--- config.mk ---
export PLATFORM = sky130hd
export DESIGN_NAME = tcc_chan
export DESIGN_NICKNAME = d
export VERILOG_FILES = /design/src/hdl/tcc_pkg.sv /design/src/hdl/tcc_chan.sv
export SDC_FILE = /design/constraint.sdc
export NUM_CORES = 2
export LEC_CHECK = 0
export BUFFER_PORTS_ARGS = -buffer_cell sky130_fd_sc_hd__buf_2
export CAP_MARGIN = 20
export CORE_MARGIN = 4
export CORE_UTILIZATION = 60
export DETAILED_ROUTE_END_ITERATION = 8
export PLACE_DENSITY = 0.77
export SLEW_MARGIN = 10
export SYNTH_ARGS = -nofsm -noshare
export SYNTH_HDL_FRONTEND = slang
export SYNTH_SLANG_ARGS = --single-unit
--- constraint.sdc ---
create_clock -name clk -period 9.6 [get_ports clk]
set_input_delay 0.48 -clock clk [delete_from_list [all_inputs] [get_ports clk]]
set_output_delay 0.48 -clock clk [all_outputs]
set_load 0.01 [all_outputs]
--- src/hdl/tcc_pkg.sv ---
// ----------------------------------------------------------------------------
// tcc_pkg
// Types and fixed constants of the texel color combiner: register indexes,
// reset values, divisor constants and the per-channel configuration bundle.
// ----------------------------------------------------------------------------
package tcc_pkg;

  // Pipeline depth from input beat to result strobe.
  localparam int NUM_STAGES = 5;

  localparam int CFG_IDX_W  = 3;
  localparam int CFG_DATA_W = 24;

  typedef enum logic [CFG_IDX_W-1:0] {
    CFG_COLOR_ZERO  = 3'd0,
    CFG_COLOR_ONE   = 3'd1,
    CFG_KONST_COLOR = 3'd2,
    CFG_TINT_COLOR  = 3'd3,
    CFG_KONST_ALPHA = 3'd4,
    CFG_RING_MODE   = 3'd5,
    CFG_MASK_COLOR  = 3'd6
  } cfg_idx_t;

  localparam logic [23:0] TINT_RESET        = 24'hFF_FFFF;
  localparam logic [7:0]  KONST_ALPHA_RESET = 8'hFF;

  // Normal path divides by 255^3, alpha path by 255^2.
  localparam logic [23:0] NORM_DIV  = 24'd16581375;
  localparam logic [31:0] NORM_HALF = 32'd8290687;
  localparam logic [16:0] ALPHA_DIV  = 17'd65025;
  localparam logic [21:0] ALPHA_HALF = 22'd32512;

  // Configuration seen by one color channel.
  typedef struct packed {
    logic [7:0] c0;
    logic [7:0] c1;
    logic [7:0] k0;
    logic [7:0] tint;
    logic       ring;
  } chan_cfg_t;

  // round(q * 255 / 63) for a six-bit q: 4q plus round(q / 21).
  function automatic logic [7:0] expand6to8(input logic [5:0] q);
    logic [1:0] frac;
    begin
      if (q >= 6'd53) begin
        frac = 2'd3;
      end else if (q >= 6'd32) begin
        frac = 2'd2;
      end else if (q >= 6'd11) begin
        frac = 2'd1;
      end else begin
        frac = 2'd0;
      end
      expand6to8 = {q, 2'b00} + {6'd0, frac};
    end
  endfunction

endpackage

--- src/hdl/tcc_chan.sv ---
// ----------------------------------------------------------------------------
// tcc_chan
// Five-stage datapath for one color channel: ring lerp and tint, and the
// normal-mode product with its rounded division by 255^3.
// ----------------------------------------------------------------------------
module tcc_chan (
  input  logic                clk,
  input  tcc_pkg::chan_cfg_t  cfg,
  input  logic [7:0]          tex,
  input  logic [7:0]          fac,
  output logic [7:0]          res
);

  // Stage 1: lerps and the constant product.
  logic [8:0]  w;
  logic [16:0] ring_sum;
  logic [16:0] mix_sum;
  logic [7:0]  s1_m_r, s1_m_nxt;
  logic [15:0] s1_mix_r, s1_mix_nxt;
  logic [15:0] s1_ptc_r, s1_ptc_nxt;

  always_comb begin
    w          = {1'b0, tex} + {8'd0, tex[7]};
    ring_sum   = 17'(cfg.c1) * 17'(9'd256 - w) + 17'(cfg.c0) * 17'(w) + 17'd128;
    s1_m_nxt   = ring_sum[15:8];
    mix_sum    = 17'(cfg.c1) * 17'(8'd255 - fac) + 17'(cfg.k0) * 17'(fac);
    s1_mix_nxt = mix_sum[15:0];
    s1_ptc_nxt = 16'(cfg.tint) * 16'(cfg.c0);
  end

  // Stage 2: tint product and the wide normal product.
  logic [15:0] s2_y_r, s2_y_nxt;
  logic [31:0] s2_x_r, s2_x_nxt;

  always_comb begin
    s2_y_nxt = 16'(s1_m_r) * 16'(cfg.tint);
    s2_x_nxt = 32'(s1_ptc_r) * 32'(s1_mix_r);
  end

  // Stage 3: divide the ring product by 255; bias the normal product.
  logic [16:0] y_bias;
  logic [16:0] y_fold;
  logic [7:0]  s3_ring_r, s3_ring_nxt;
  logic [31:0] s3_n_r, s3_n_nxt;

  always_comb begin
    y_bias      = {1'b0, s2_y_r} + 17'd128;
    y_fold      = y_bias + {8'd0, y_bias[16:8]};
    s3_ring_nxt = y_fold[15:8];
    s3_n_nxt    = s2_x_r + tcc_pkg::NORM_HALF;
  end

  // Stage 4: first quotient estimate from the top byte, partial remainder.
  logic [31:0] q0_prod;
  logic [31:0] rem0;
  logic [7:0]  s4_q0_r, s4_q0_nxt;
  logic [25:0] s4_r0_r, s4_r0_nxt;
  logic [7:0]  s4_ring_r;

  always_comb begin
    s4_q0_nxt = s3_n_r[31:24];
    q0_prod   = 32'(s4_q0_nxt) * 32'(tcc_pkg::NORM_DIV);
    rem0      = s3_n_r - q0_prod;
    s4_r0_nxt = rem0[25:0];
  end

  // Stage 5: second estimate, final compare and the mode select.
  logic [1:0]  q1;
  logic [25:0] rem1;
  logic        carry;
  logic [8:0]  quot;
  logic [7:0]  s5_res_r, s5_res_nxt;

  always_comb begin
    q1    = s4_r0_r[25:24];
    rem1  = s4_r0_r - 26'(q1) * 26'(tcc_pkg::NORM_DIV);
    carry = (rem1 >= 26'(tcc_pkg::NORM_DIV));
    quot  = {1'b0, s4_q0_r} + {7'd0, q1} + {8'd0, carry};
    s5_res_nxt = cfg.ring ? s4_ring_r : quot[7:0];
  end

  always_ff @(posedge clk) begin
    s1_m_r    <= s1_m_nxt;
    s1_mix_r  <= s1_mix_nxt;
    s1_ptc_r  <= s1_ptc_nxt;
    s2_y_r    <= s2_y_nxt;
    s2_x_r    <= s2_x_nxt;
    s3_ring_r <= s3_ring_nxt;
    s3_n_r    <= s3_n_nxt;
    s4_q0_r   <= s4_q0_nxt;
    s4_r0_r   <= s4_r0_nxt;
    s4_ring_r <= s3_ring_r;
    s5_res_r  <= s5_res_nxt;
  end

  assign res = s5_res_r;

endmodule

==> results.toml <==
[status]
status = "finished clean"

[yosys]
synth_edf_count = 0
ys.flop_type = "dfxtp_1"
synth-async-reset-ratio = 0
synth_area_mm2 = 0.0318
seq_area_frac_synth = 0.112
avgSynthCellArea_um2 = 9.24
yosys.area.top_type = "fa_1"
netlist_top_cells_count = "inv_1, fa_1, ha_1, nand2_1, and2_1"
yosysWarnings = 0
ys_types = 64
yosysMostFrequentCell = "inv_1"
synthCells = 3438
synth_top_cell_area_share = 0.353
synth_nets = 4475
synth-seq-cells = 178
yosys-top-cells-area = "fa_1, ha_1, dfxtp_1"

[die]
core.rowCount = 84
core_mm2 = 0.0526
io_pins = 58
die_w_um = 238
initial_core_util = 0.605
die_h_um = 238
die_area_mm2 = 0.0567

[worst_setup_path]
crit_required_ns = 10.00
cpPeakStageDelay_ns = 0.62
critPathArrivalTime_ns = 7.72
cp_slowest_cell = "ha_1"
crit_buf_inv = 7
path_class = "input port to flip-flop"
crit_family = "adder cells"
end_kind = "flip-flop"
worstSetupStartpointType = "input port"
cp_max_fo = 17

[place]
gp_congestion = 0.864
place_hpwl_um = 52400
pre_cts_ws_ns = 1.74
port_buffers = 57
dp.cells = 4112

[sta]
post-route-period-util = 0.763
fin_crit_ns = 7.32
setup_viol = 0
tns_ns = 0
worst_slew_pin_slew_ns = 0.947
max_freq_mhz = 137
fin_skew_ns = 0.0111
postLayoutSetupSlackWorst_ns = 2.28
slew_headroom = 0.368
finalMaxSlewViolations = 0
hold_violations = 0
rsz0062_at_grt = "no"

[cts]
cts_buffer_depth = 2
cts_made_buffers = 17
cts_tree = "yes"
hold_buffers = 0
post_cts.repair.setup_buffers = 0
insertion_delay_ns = 0.46
clock-sinks = 178
clkTransAtPathRegs_ns = 0.08
htreeDepth = 4
cts_resized = 0
cts_root_buf = "clkbuf_16"

[drt]
remaining_drc_errors = 0
wl_um = 64600
drtIter0Drc = 1029
dr.pass1.iters = 5
ant_nets = 0
viasPerCell = 5.33
wl_per_cell_um = 15.6
num_vias = 22100

[global_route]
grt_pass1_vias = 24100
grt_usage = 0.241
grt_busiest_layer = "met2"
met3_usage = 0.0288
grtUsageMet1 = 0.310
grt_max_degree = 21
antenna_found_initial = 5
grt_use_met2 = 0.436
grt_pass1_wl_um = 113000
grt_overflow = 0

[job]
max-cap-violations = 0

[final_layout]
layout-drive-gt1-share = 0.0318
final_cells = 4147
finalNetCount = 4480
area_growth_pct = 4.82
fill_cells = 4410

[min_path]
hold_class = "flip-flop to flip-flop"
## sequential cells by signal, summed over array words and instances, names as in the netlist
| signal | flops |
|---|---|
| res | 8 |
| s1_mix_r | 16 |
| s4_r0_r | 26 |
| s4_q0_r | 8 |
| s1_m_r | 8 |
| s2_x_r | 32 |
| s3_n_r | 32 |
| s3_ring_r | 8 |
| s2_y_r | 16 |
| s4_ring_r | 8 |
| s1_ptc_r | 16 |
## per-layer routing
metal | vias up | share of wire
met5 | - | 0.00051
met2 | 453 | 0.51
met4 | 4 | 0.019
li1 | 10500 | -
met1 | 11100 | 0.42
met3 | 101 | 0.045
## cells in the final DEF (no fill, tap or decap), drive strengths merged, types with 9 or more instances in the layout
master / count
nand2b: 57
o21a: 22
or3: 11
a21oi: 67
xor2: 63
a21o: 35
ha: 426
xnor2: 130
clkbuf: 17
a211oi: 12
inv: 789
and3: 16
nand2: 302
fa: 561
and2: 288
a31oi: 9
nor2b: 104
o21ai: 49
buf: 62
nand3: 33
nor3: 31
nor2: 85
dfxtp: 178
## stage by stage
stage | hold WS (ns) | cell area, um^2 | util
final | 0.331 | 33300 | 0.634
after detailed placement | 0.313 | 32700 | 0.622
after global placement | 0.310 | 32700 | 0.622
after CTS | 0.332 | 33300 | 0.634
after floorplan | 0.310 | 31800 | -
after global routing | 0.338 | 33300 | 0.634
## worst register-to-register path, stage by stage, from the launching register on
cell	delay (ns)
dfxtp_1	0.93
nand2_1	0.22
fa_1	0.56
fa_1	0.53
fa_1	0.44
fa_1	0.49
inv_1	0.05
fa_1	0.52
inv_1	0.05
fa_1	0.48
inv_1	0.05
ha_1	0.35
a21o_1	0.20
a21oi_1	0.20
o21ai_0	0.11
a31oi_1	0.23
o21a_1	0.21
o21a_1	0.19
o21ai_0	0.13
o41ai_1	0.44
xnor2_1	0.14
## area by class of cell
type | instances | area (um^2) | area share
Antenna cell | 3 | 7.51 | 0.000225
Clock buffer | 17 | 425 | 0.0128
Clock inverter | 15 | 200 | 0.00601
Inverter | 780 | 2930 | 0.0879
Multi-Input combinational cell | 2404 | 25000 | 0.751
Sequential cell | 178 | 3560 | 0.107
Tap cell | 688 | 861 | 0.0258
Timing Repair Buffer | 62 | 323 | 0.00969
## final timing paths
check               startpoint            to  slack [ns]  cells past startpoint
setup / recovery        tex[7]     s1_m_r[7]        2.28                     27
setup reg to reg  s1_ptc_r[10]    s2_x_r[31]        2.95                     20
hold / removal    s3_ring_r[7]  s4_ring_r[7]        0.33                      0
hold reg to reg   s3_ring_r[7]  s4_ring_r[7]        0.33                      0
## kinds of logic after synthesis
group	count (synthesis)	share of synthesized area
DFF	178	0.112
muxes	1	0.000354
buffers and inverters	856	0.101
and+or+nand+nor	959	0.157
AOI/OAI and AO/OA	263	0.0554
other	1	0.000118
xor gates and xnor gates	193	0.0532
adders and majority gates	987	0.521
Power is left out: the tool's default activity adds up to more than one toggle a clock period on the data nets, which glitch-free logic cannot reach.
